[src/sv/lowercase_murmur2_string_hash_core_assert.svh]
// Assertion macros for the lower-case MurmurHash2 string hash core.
// Used by the top level; needs nothing else.
`ifndef LOWERCASE_MURMUR2_STRING_HASH_CORE_ASSERT_SVH
`define LOWERCASE_MURMUR2_STRING_HASH_CORE_ASSERT_SVH

// Same-cycle implication, checked outside reset.
`define LMH_ASSERT_NOW(label, ante, cons) \
  label: assert property (@(posedge clk) disable iff (rst) (ante) |-> (cons)) \
    else $error("hash core check failed");

// Next-cycle implication, checked outside reset.
`define LMH_ASSERT_NEXT(label, ante, cons) \
  label: assert property (@(posedge clk) disable iff (rst) (ante) |=> (cons)) \
    else $error("hash core check failed");

`endif

[src/sv/lmh_pkg.sv]
// Shared constants and controller/datapath interface types for the hash core.
// No dependencies.
`default_nettype none

package lmh_pkg;

  localparam int unsigned HASH_W = 32;
  localparam int unsigned LEN_W  = 16;
  localparam int unsigned BUF_W  = 24;

  localparam logic [HASH_W-1:0] MIX_MULT   = 32'h5bd1_e995;
  localparam logic [HASH_W-1:0] SEED_RESET = 32'h444f_5441;

  // Commands from the controller to the datapath; at most one is set at a time.
  typedef struct packed {
    logic accept;
    logic mix_w1;
    logic mix_w2;
    logic mix_h;
    logic tail;
    logic fin;
    logic emit;
  } cmd_t;

  typedef struct packed {
    logic take_mix;  // request in flight completes a word
    logic in_last;   // request in flight ends the string
    logic last_q;    // latched end-of-string flag of the current request
    logic out_free;  // output register can take a new hash
  } status_t;

endpackage

`default_nettype wire

[src/sv/lmh_datapath.sv]
// Datapath of the hash core: byte folding and packing, the shared constant
// multiplier, hash state, seed register and output register. Uses lmh_pkg.
`default_nettype none

module lmh_datapath import lmh_pkg::*; (
  input  wire logic              clk,
  input  wire logic              rst,
  input  wire logic              hash_seed_we,
  input  wire logic [HASH_W-1:0] hash_seed,
  input  wire logic [7:0]        data_byte,
  input  wire logic              is_first,
  input  wire logic [LEN_W-1:0]  total_length,
  input  wire logic              is_last,
  input  wire logic              is_empty,
  input  wire logic              out_ready,
  output logic                   out_valid,
  output logic [HASH_W-1:0]      hash_value,
  input  wire cmd_t              cmd,
  output status_t                status
);

  logic [HASH_W-1:0] seed;
  logic [HASH_W-1:0] h;
  logic [HASH_W-1:0] w;
  logic [BUF_W-1:0]  wbuf;
  logic [1:0]        cnt;
  logic              last_q;

  logic [HASH_W-1:0] h_start;
  logic [BUF_W-1:0]  buf_start;
  logic [1:0]        cnt_start;
  logic [7:0]        folded;
  logic [BUF_W-1:0]  buf_packed;
  logic [HASH_W-1:0] mul_in;
  logic [HASH_W-1:0] prod;
  logic [HASH_W-1:0] h_final;

  // A first request restarts the hash before its byte is taken in.
  assign h_start   = is_first ? (seed ^ {{(HASH_W-LEN_W){1'b0}}, total_length}) : h;
  assign buf_start = is_first ? '0 : wbuf;
  assign cnt_start = is_first ? 2'd0 : cnt;

  assign folded = (data_byte >= 8'h41 && data_byte <= 8'h5a) ? data_byte + 8'h20 : data_byte;

  always_comb begin
    buf_packed = buf_start;
    case (cnt_start)
      2'd0:    buf_packed[7:0]   = folded;
      2'd1:    buf_packed[15:8]  = folded;
      2'd2:    buf_packed[23:16] = folded;
      default: buf_packed        = buf_start;
    endcase
  end

  always_comb begin
    mul_in = h;
    if (cmd.mix_w1) begin
      mul_in = w;
    end else if (cmd.mix_w2) begin
      mul_in = w ^ (w >> 24);
    end else if (cmd.tail) begin
      mul_in = h ^ {{(HASH_W-BUF_W){1'b0}}, wbuf};
    end else if (cmd.fin) begin
      mul_in = h ^ (h >> 13);
    end
  end

  assign prod    = mul_in * MIX_MULT;
  assign h_final = h ^ (h >> 15);

  assign status.take_mix = !is_empty && (cnt_start == 2'd3);
  assign status.in_last  = is_last;
  assign status.last_q   = last_q;
  assign status.out_free = !out_valid || out_ready;

  always_ff @(posedge clk) begin
    if (rst) begin
      seed      <= SEED_RESET;
      h         <= '0;
      wbuf      <= '0;
      cnt       <= 2'd0;
      last_q    <= 1'b0;
      out_valid <= 1'b0;
    end else begin
      if (hash_seed_we) begin
        seed <= hash_seed;
      end
      if (cmd.accept) begin
        h      <= h_start;
        last_q <= is_last;
        if (is_empty) begin
          wbuf <= buf_start;
          cnt  <= cnt_start;
        end else if (cnt_start == 2'd3) begin
          w    <= {folded, buf_start};
          wbuf <= '0;
          cnt  <= 2'd0;
        end else begin
          wbuf <= buf_packed;
          cnt  <= cnt_start + 2'd1;
        end
      end
      if (cmd.mix_w1 || cmd.mix_w2) begin
        w <= prod;
      end
      if (cmd.mix_h) begin
        h <= prod ^ w;
      end
      if (cmd.tail) begin
        if (cnt != 2'd0) begin
          h <= prod;
        end
        wbuf <= '0;
        cnt  <= 2'd0;
      end
      if (cmd.fin) begin
        h <= prod;
      end
      if (cmd.emit) begin
        h          <= h_final;
        hash_value <= h_final;
        out_valid  <= 1'b1;
      end else if (out_ready) begin
        out_valid <= 1'b0;
      end
    end
  end

endmodule

`default_nettype wire

[src/sv/lmh_ctrl.sv]
// Controller of the hash core: sequences word mixing, tail and finalizer
// steps on the shared multiplier. Uses lmh_pkg.
`default_nettype none

module lmh_ctrl import lmh_pkg::*; (
  input  wire logic    clk,
  input  wire logic    rst,
  input  wire logic    in_valid,
  output logic         in_ready,
  input  wire status_t status,
  output cmd_t         cmd
);

  localparam logic [2:0] S_IDLE = 3'd0;
  localparam logic [2:0] S_MW1  = 3'd1;
  localparam logic [2:0] S_MW2  = 3'd2;
  localparam logic [2:0] S_MH   = 3'd3;
  localparam logic [2:0] S_TAIL = 3'd4;
  localparam logic [2:0] S_FIN  = 3'd5;
  localparam logic [2:0] S_EMIT = 3'd6;

  logic [2:0] state;
  logic [2:0] state_next;

  assign in_ready = (state == S_IDLE);

  always_comb begin
    cmd        = '0;
    state_next = state;
    unique case (state)
      S_IDLE: begin
        if (in_valid) begin
          cmd.accept = 1'b1;
          if (status.take_mix) begin
            state_next = S_MW1;
          end else if (status.in_last) begin
            state_next = S_TAIL;
          end
        end
      end
      S_MW1: begin
        cmd.mix_w1 = 1'b1;
        state_next = S_MW2;
      end
      S_MW2: begin
        cmd.mix_w2 = 1'b1;
        state_next = S_MH;
      end
      S_MH: begin
        cmd.mix_h  = 1'b1;
        state_next = status.last_q ? S_TAIL : S_IDLE;
      end
      S_TAIL: begin
        cmd.tail   = 1'b1;
        state_next = S_FIN;
      end
      S_FIN: begin
        cmd.fin    = 1'b1;
        state_next = S_EMIT;
      end
      S_EMIT: begin
        // Hold the finished hash until the output register is free.
        if (status.out_free) begin
          cmd.emit   = 1'b1;
          state_next = S_IDLE;
        end
      end
      default: state_next = S_IDLE;
    endcase
  end

  always_ff @(posedge clk) begin
    if (rst) begin
      state <= S_IDLE;
    end else begin
      state <= state_next;
    end
  end

endmodule

`default_nettype wire

[src/sv/lowercase_murmur2_string_hash_core.sv]
// A string enters one byte per request; bytes are folded to lower case, packed
// little-endian and mixed by MurmurHash2 from a seed XORed with the length, and
// the last request yields the 32-bit hash. A request whose byte completes a word
// steps through mixing states MW1, MW2 and MH; a last request also steps through
// tail, finalizer and emit states. All steps share one 32x32 constant multiplier. The
// finished hash sits in an output register, so the next string can start while it
// waits. Uses lmh_pkg, lmh_ctrl, lmh_datapath and the assert header.
`default_nettype none

`include "lowercase_murmur2_string_hash_core_assert.svh"

module lowercase_murmur2_string_hash_core import lmh_pkg::*; (
  input  wire logic              clk,
  input  wire logic              rst,
  input  wire logic              hash_seed_we,
  input  wire logic [HASH_W-1:0] hash_seed,
  input  wire logic              in_valid,
  output logic                   in_ready,
  input  wire logic [7:0]        data_byte,
  input  wire logic              is_first,
  input  wire logic [LEN_W-1:0]  total_length,
  input  wire logic              is_last,
  input  wire logic              is_empty,
  output logic                   out_valid,
  input  wire logic              out_ready,
  output logic [HASH_W-1:0]      hash_value
);

  cmd_t    cmd;
  status_t status;

  lmh_ctrl u_ctrl (
    .clk      (clk),
    .rst      (rst),
    .in_valid (in_valid),
    .in_ready (in_ready),
    .status   (status),
    .cmd      (cmd)
  );

  lmh_datapath u_dp (
    .clk          (clk),
    .rst          (rst),
    .hash_seed_we (hash_seed_we),
    .hash_seed    (hash_seed),
    .data_byte    (data_byte),
    .is_first     (is_first),
    .total_length (total_length),
    .is_last      (is_last),
    .is_empty     (is_empty),
    .out_ready    (out_ready),
    .out_valid    (out_valid),
    .hash_value   (hash_value),
    .cmd          (cmd),
    .status       (status)
  );

  `LMH_ASSERT_NOW(a_one_cmd, 1'b1, $onehot0(cmd))
  `LMH_ASSERT_NOW(a_emit_free, cmd.emit, status.out_free)
  `LMH_ASSERT_NEXT(a_word_mix, cmd.accept && status.take_mix, cmd.mix_w1 && !in_ready)
  `LMH_ASSERT_NEXT(a_last_tail, cmd.accept && !status.take_mix && status.in_last, cmd.tail)

endmodule

`default_nettype wire
[config.mk]
export PLATFORM = sky130hd
export DESIGN_NAME = lowercase_murmur2_string_hash_core
export DESIGN_NICKNAME = d
export VERILOG_FILES = /design/src/sv/lmh_pkg.sv /design/src/sv/lmh_datapath.sv /design/src/sv/lmh_ctrl.sv /design/src/sv/lowercase_murmur2_string_hash_core.sv
export VERILOG_INCLUDE_DIRS = /design/src /design/src/sv
export SDC_FILE = /design/constraint.sdc
export NUM_CORES = 1
export LEC_CHECK = 0
export CORE_MARGIN = 2
export CORE_UTILIZATION = 60
export CTS_CLUSTER_SIZE = 24
export DETAILED_ROUTE_END_ITERATION = 8
export DONT_BUFFER_PORTS = 1
export HOLD_SLACK_MARGIN = 0.03
export PLACE_DENSITY = 0.87
export SYNTH_ARGS = -nofsm -noshare
export SYNTH_HDL_FRONTEND = slang
export SYNTH_SLANG_ARGS = --single-unit
[constraint.sdc]
create_clock -name clk -period 16.5 [get_ports clk]
set_input_delay 0.825 -clock clk [delete_from_list [all_inputs] [get_ports clk]]
set_output_delay 0.825 -clock clk [all_outputs]
set_load 0.02 [all_outputs]
==> results.toml, run 1 <==
[clock_tree]
cts_max_level = 4
clockRootBuffer = "clkbuf_16"
cts_sinks = 159
cts_hold_buf = 0
post_cts_resized = 0
clock_path_buffers = 2
clk_pin_slew_ns = 0.07
cts_buffers = 17
cts_setup_buffers = 0
cts_tree = "yes"
insertion_delay_ns = 0.43

[worst_setup_path]
crit_path_max_fanout = 23
critPathLaunchType = "flip-flop"
max_stage_delay_ns = 0.71
reg2reg_slack_ns = 6.60
cp-end-kind = "flip-flop"
r2r_end = "u_dp.w[30]"
critPathCapture = "u_dp.w[30]"
required_ns = 16.65
cp-startpoint = "u_ctrl.state[1]"
path_class = "reg2reg"
critPathMostFrequentCell = "inv_1"
rr_worst_depth = 35
reg2reg_from = "u_ctrl.state[1]"
critPathArrivalTime_ns = 10.05
cp_slowest_cell = "nor3b_2"

[synth]
yosysSeqAreaShare_pct = 22.3
yosysMostFrequentCell = "inv_1"
synth_fp_nets = 2338
async_reset_ff_share_pct = 0
syn_inst = 1888
synthTopCellsByArea = "fa_1 (20%), ha_1 (16%), edfxtp_1 (11%)"
synth-edff-count = 64
synth_common_cells = "inv_1 (343), ha_1 (213), fa_1 (173)"
netlist_area_sq_mm = 0.0171
ys_warn_count = 0
synth_cell_types = 67
yosysTopAreaCell = "fa_1"
synth_top_area_share_pct = 20.2
syn_avg_cell_area_sq_um = 9.08
ys_ff_latch = 159
synth_flop_cell = "dfxtp_1"

[sta]
drv_slew = 0
hold_viol = 0
skew_ns = 0.0138
fin_tns_setup_ns = 0
min_period_ns = 9.90
rsz0062_at_grt = "false"
timing.fmax_mhz = 101
worst_slew_pin_slew_ns = 1.25
finalCritPeriodShare_pct = 60.0
slew_headroom_pct = 16.5
timing.final.ws_setup_ns = 6.60
setup_viol = 0

[floorplan]
start_util_pct = 61.3
ios = 98
fp-row-count = 61
die_area_sq_mm = 0.0299
die_width_microns = 173
core_area_sq_mm = 0.0279
die_h_microns = 173

[placed_design]
dp_hpwl_mm = 40.9
place_congestion = 0.992
pre_cts_ws_ns = 6.78
io_buffers = 0
dp_cells = 2223

[drt]
drt-pass1-iter-count = 6
vias_per_cell = 6.25
postRouteAntennaNets = 0
num_vias = 14100
avgRoutedWirePerCell_microns = 23.4
wirelength_mm = 52.8
drc = 0
drtIter0Drc = 1798

[cells_and_area]
syn_to_final_growth_pct = 6.05
nets = 2314
n_antenna_cell = 0
final-instance-count-excl-fill = 2255
drive_gt1_share_pct = 4.26
n_fill_cell = 2240

[global_route]
antenna_found_initial = 0
grt_max_degree = 73
grt_pass1_wl_mm = 81.1
grt_overflow = 0
grt_pass1_vias = 14200
grtUsageTotal_pct = 35.4

[worst_hold_path]
worstHoldPathType = "in2reg"

[run]
max-cap-violations = 0

[status]
status = "complete, no violations"
[final cells by class]
cell class                 count  area (sq um)  area share [%]
multi-input combinational   1312         11800            64.8
sequential                   159          3820            21.0
inverter                     346          1300            7.15
tap                          378           473            2.60
clock buffer                  18           450            2.48
timing repair buffer          28           210            1.16
clock inverter                14           138           0.757
[metal layers]
metal  wire (microns)  vias up  GRT usage (%)
met3             6540      169           8.80
met4             2390        0           13.7
met5                0        -              0
met2            24100      920           56.4
li1                 -     6167              -
met1            19800     6832           46.7
[worst max-delay path: cells and delay by family (launching register included)]
family / cells / cell delay [ns]
adder cells (fa/ha/maj): 9 / 3.73
AO/OA/AOI/OAI: 11 / 2.57
buffers and inverters: 8 / 0.97
flip-flops: 1 / 0.57
AND/OR/NAND/NOR: 4 / 1.29
XOR/XNOR: 3 / 0.46
[per-stage QoR]
stage | hold WS [ns] | cell area (sq um) | utilization [%]
after floorplan | 0.436 | 17100 | -
after global placement | 0.478 | 17600 | 63.0
after detailed placement | 0.482 | 17600 | 63.0
after CTS | 0.464 | 18200 | 65.1
after global routing | 0.466 | 18200 | 65.1
final | 0.472 | 18200 | 65.1
[kinds of logic after synthesis]
logic type	after synthesis	share of synthesized area, %
DFF	159	22.3
AOI/OAI and AO/OA	345	13.1
and+or+nand+nor	418	10.9
adders and majority gates	387	35.8
muxes	29	1.72
xor gates and xnor gates	133	7.04
buffers and inverters	417	9.20
[flip-flops by register name (all words and copies together) (netlist names)]
register	flops
u_dp.out_valid	1
u_dp.last_q	1
u_dp.hash_value	32
u_dp.w	32
u_ctrl.state	3
u_dp.seed	32
u_dp.h	32
u_dp.cnt	2
u_dp.wbuf	24
[layout by cell type (no fill, tap or decap), types with 16 or more instances in the layout]
master,instances
a211oi_1,16
a21o_1,17
a21oi_1,84
a22oi_1,36
a31oi_1,18
buf_4,28
clkbuf_16,18
dfxtp_1,95
edfxtp_1,64
fa_1,173
ha_1,213
inv_1,343
mux2i_1,26
nand2_1,151
nand3b_1,24
nor2_1,155
nor2b_1,22
o21ai_0,69
o22ai_1,16
xnor2_1,77
xor2_1,53
[worst min-delay path by stage]
stage          slack, ns     startpoint  cells past startpoint            end
4_1_cts             0.46            rst                      1     u_dp.h[13]
3_3_place_gp        0.48  u_dp.seed[20]                      2  u_dp.seed[20]
5_1_grt             0.47            rst                      1     u_dp.h[25]
6_report            0.47            rst                      1  u_dp.seed[13]
2_1_floorplan       0.44    u_dp.last_q                      2    u_dp.last_q
3_5_place_dp        0.48    u_dp.last_q                      2    u_dp.last_q
Power of run 1 is not shown: default switching activity piles up to over one toggle a cycle in this logic, so the estimate is an artifact.
==> run 2: changes to the inputs <==
--- a/config.mk
+++ b/config.mk
@@ -12,7 +12,7 @@
 export DETAILED_ROUTE_END_ITERATION = 8
 export DONT_BUFFER_PORTS = 1
 export HOLD_SLACK_MARGIN = 0.03
-export PLACE_DENSITY = 0.87
+export PLACE_DENSITY = 0.9
 export SYNTH_ARGS = -nofsm -noshare
 export SYNTH_HDL_FRONTEND = slang
 export SYNTH_SLANG_ARGS = --single-unit
==> constraint.sdc (replaced) <==
create_clock -name clk -period 8.9 [get_ports clk]
set_input_delay 0.445 -clock clk [delete_from_list [all_inputs] [get_ports clk]]
set_output_delay 0.445 -clock clk [all_outputs]
set_load 0.02 [all_outputs]
==> run 2 against run 1 <==
Final area grew 1.7%. Die area is the same. Setup slack lost 6.3 ns. Critical endpoint is now u_dp.h[31]. Highest routed layer is now met5.
==> results.toml, run 2 (same netlist as run 1, synthesis figures left out) <==
[status]
status = "complete, no violations"

[global_route]
grtUsageTotal_pct = 35.9
antenna_found_initial = 0
grt_max_degree = 73
grt_pass1_vias = 14500
grt_overflow = 0
grt_pass1_wl_mm = 82.3

[clock_tree]
cts_buffers = 17
insertion_delay_ns = 0.43
cts_max_level = 4
clockRootBuffer = "clkbuf_16"
clk_pin_slew_ns = 0.07
clock_path_buffers = 2
cts_sinks = 159
cts_tree = "yes"
cts_hold_buf = 0

[drt]
drt-pass1-iter-count = 8
postRouteAntennaNets = 0
vias_per_cell = 6.22
drtIter0Drc = 1854
drc = 0
avgRoutedWirePerCell_microns = 23.2
num_vias = 14200
wirelength_mm = 53.0

[cells_and_area]
most-common-layout-cells = "inv_1 (343), ha_1 (213), fa_1 (173)"
n_antenna_cell = 0
multi_input_area_sq_mm = 0.0118
final-seq-area_sq_mm = 0.00382
drive_gt1_share_pct = 6.29
fin_util_pct = 66.2
n_fill_cell = 2194
syn_to_final_growth_pct = 7.90
nets = 2346
final_common_cell = "inv_1"

[floorplan]
die_h_microns = 173
core_area_sq_mm = 0.0279
start_util_pct = 61.3
fp-row-count = 61
die_area_sq_mm = 0.0299
ios = 98
die_width_microns = 173

[worst_setup_path]
cp-end-kind = "flip-flop"
crit_path_max_fanout = 25
critPathBufInv = 7
rr_worst_depth = 28
critPathArrivalTime_ns = 8.93
path_class = "reg2reg"
reg2reg_from = "u_ctrl.state[0]"
max_stage_delay_ns = 0.63
crit_cells = 28
critPathMostFrequentCell = "fa_1"
required_ns = 9.22
cp_slowest_cell = "o21ai_4"
cp_top_family = "adder cells"
cp-startpoint = "u_ctrl.state[0]"
critPathLaunchType = "flip-flop"

[sta]
timing.final.ws_setup_ns = 0.291
slew_headroom_pct = 21.8
skew_ns = 0.0149
hold_viol = 0
hold_ws_ns = 0.0890
finalCritPeriodShare_pct = 96.7
fin_tns_setup_ns = 0
timing.fmax_mhz = 116
worst_slew_pin_slew_ns = 1.17
setup_viol = 0
min_period_ns = 8.61
drv_slew = 0

[worst_hold_path]
worstHoldPathType = "in2reg"
holdPathStages = 1
min-delay-start = "rst"

[placed_design]
pre_cts_ws_ns = -0.00000178
io_buffers = 0
place_congestion = 1.11
dp_hpwl_mm = 42.1

[run]
max-cap-violations = 0
-- run 2: through the flow --
| step | cells | cell area (sq um) |
|---|---|---|
| final | 2287 | 18500 |
| after global routing | 2287 | 18500 |
| after CTS | 2285 | 18400 |
| after detailed placement | 2253 | 17800 |
| after global placement | 2253 | 17800 |
| after floorplan | 1888 | 17100 |
-- run 2: metal layers --
layer / routed length [microns] / part of all wire (%) / vias up / global-route usage [%]
met4: 2850 / 5.4 / 2 / 16.0
li1: - / - / 6236 / -
met1: 20200 / 38 / 6876 / 47.6
met2: 23300 / 44 / 912 / 55.3
met5: 80 / 0.15 / - / 1.92
met3: 6640 / 13 / 199 / 9.54
-- run 2: repair_timing --
item / CTS / global route
setup endpoints to repair: 2 / 12
resized for setup: 1 / 15
setup buffers: 0 / 2
pin swaps: 0 / 1
-- run 2: area by class of cell --
cell class,count,share of cell area [%]
Multi-Input combinational cell,1312,64.0
Sequential cell,159,20.7
Inverter,346,7.04
Clock buffer,20,2.58
Tap cell,378,2.56
Timing Repair Buffer,60,2.46
Clock inverter,12,0.650
-- run 2: path summary, 6_finish.rpt --
path	endpoint	slack, ns
worst max-delay path	u_dp.h[31]	0.29
worst min-delay path	u_dp.seed[28]	0.09
worst max register to register	u_dp.h[31]	0.29
worst min register to register	u_dp.seed[28]	0.51
Power of run 2 is left out for the same reason.
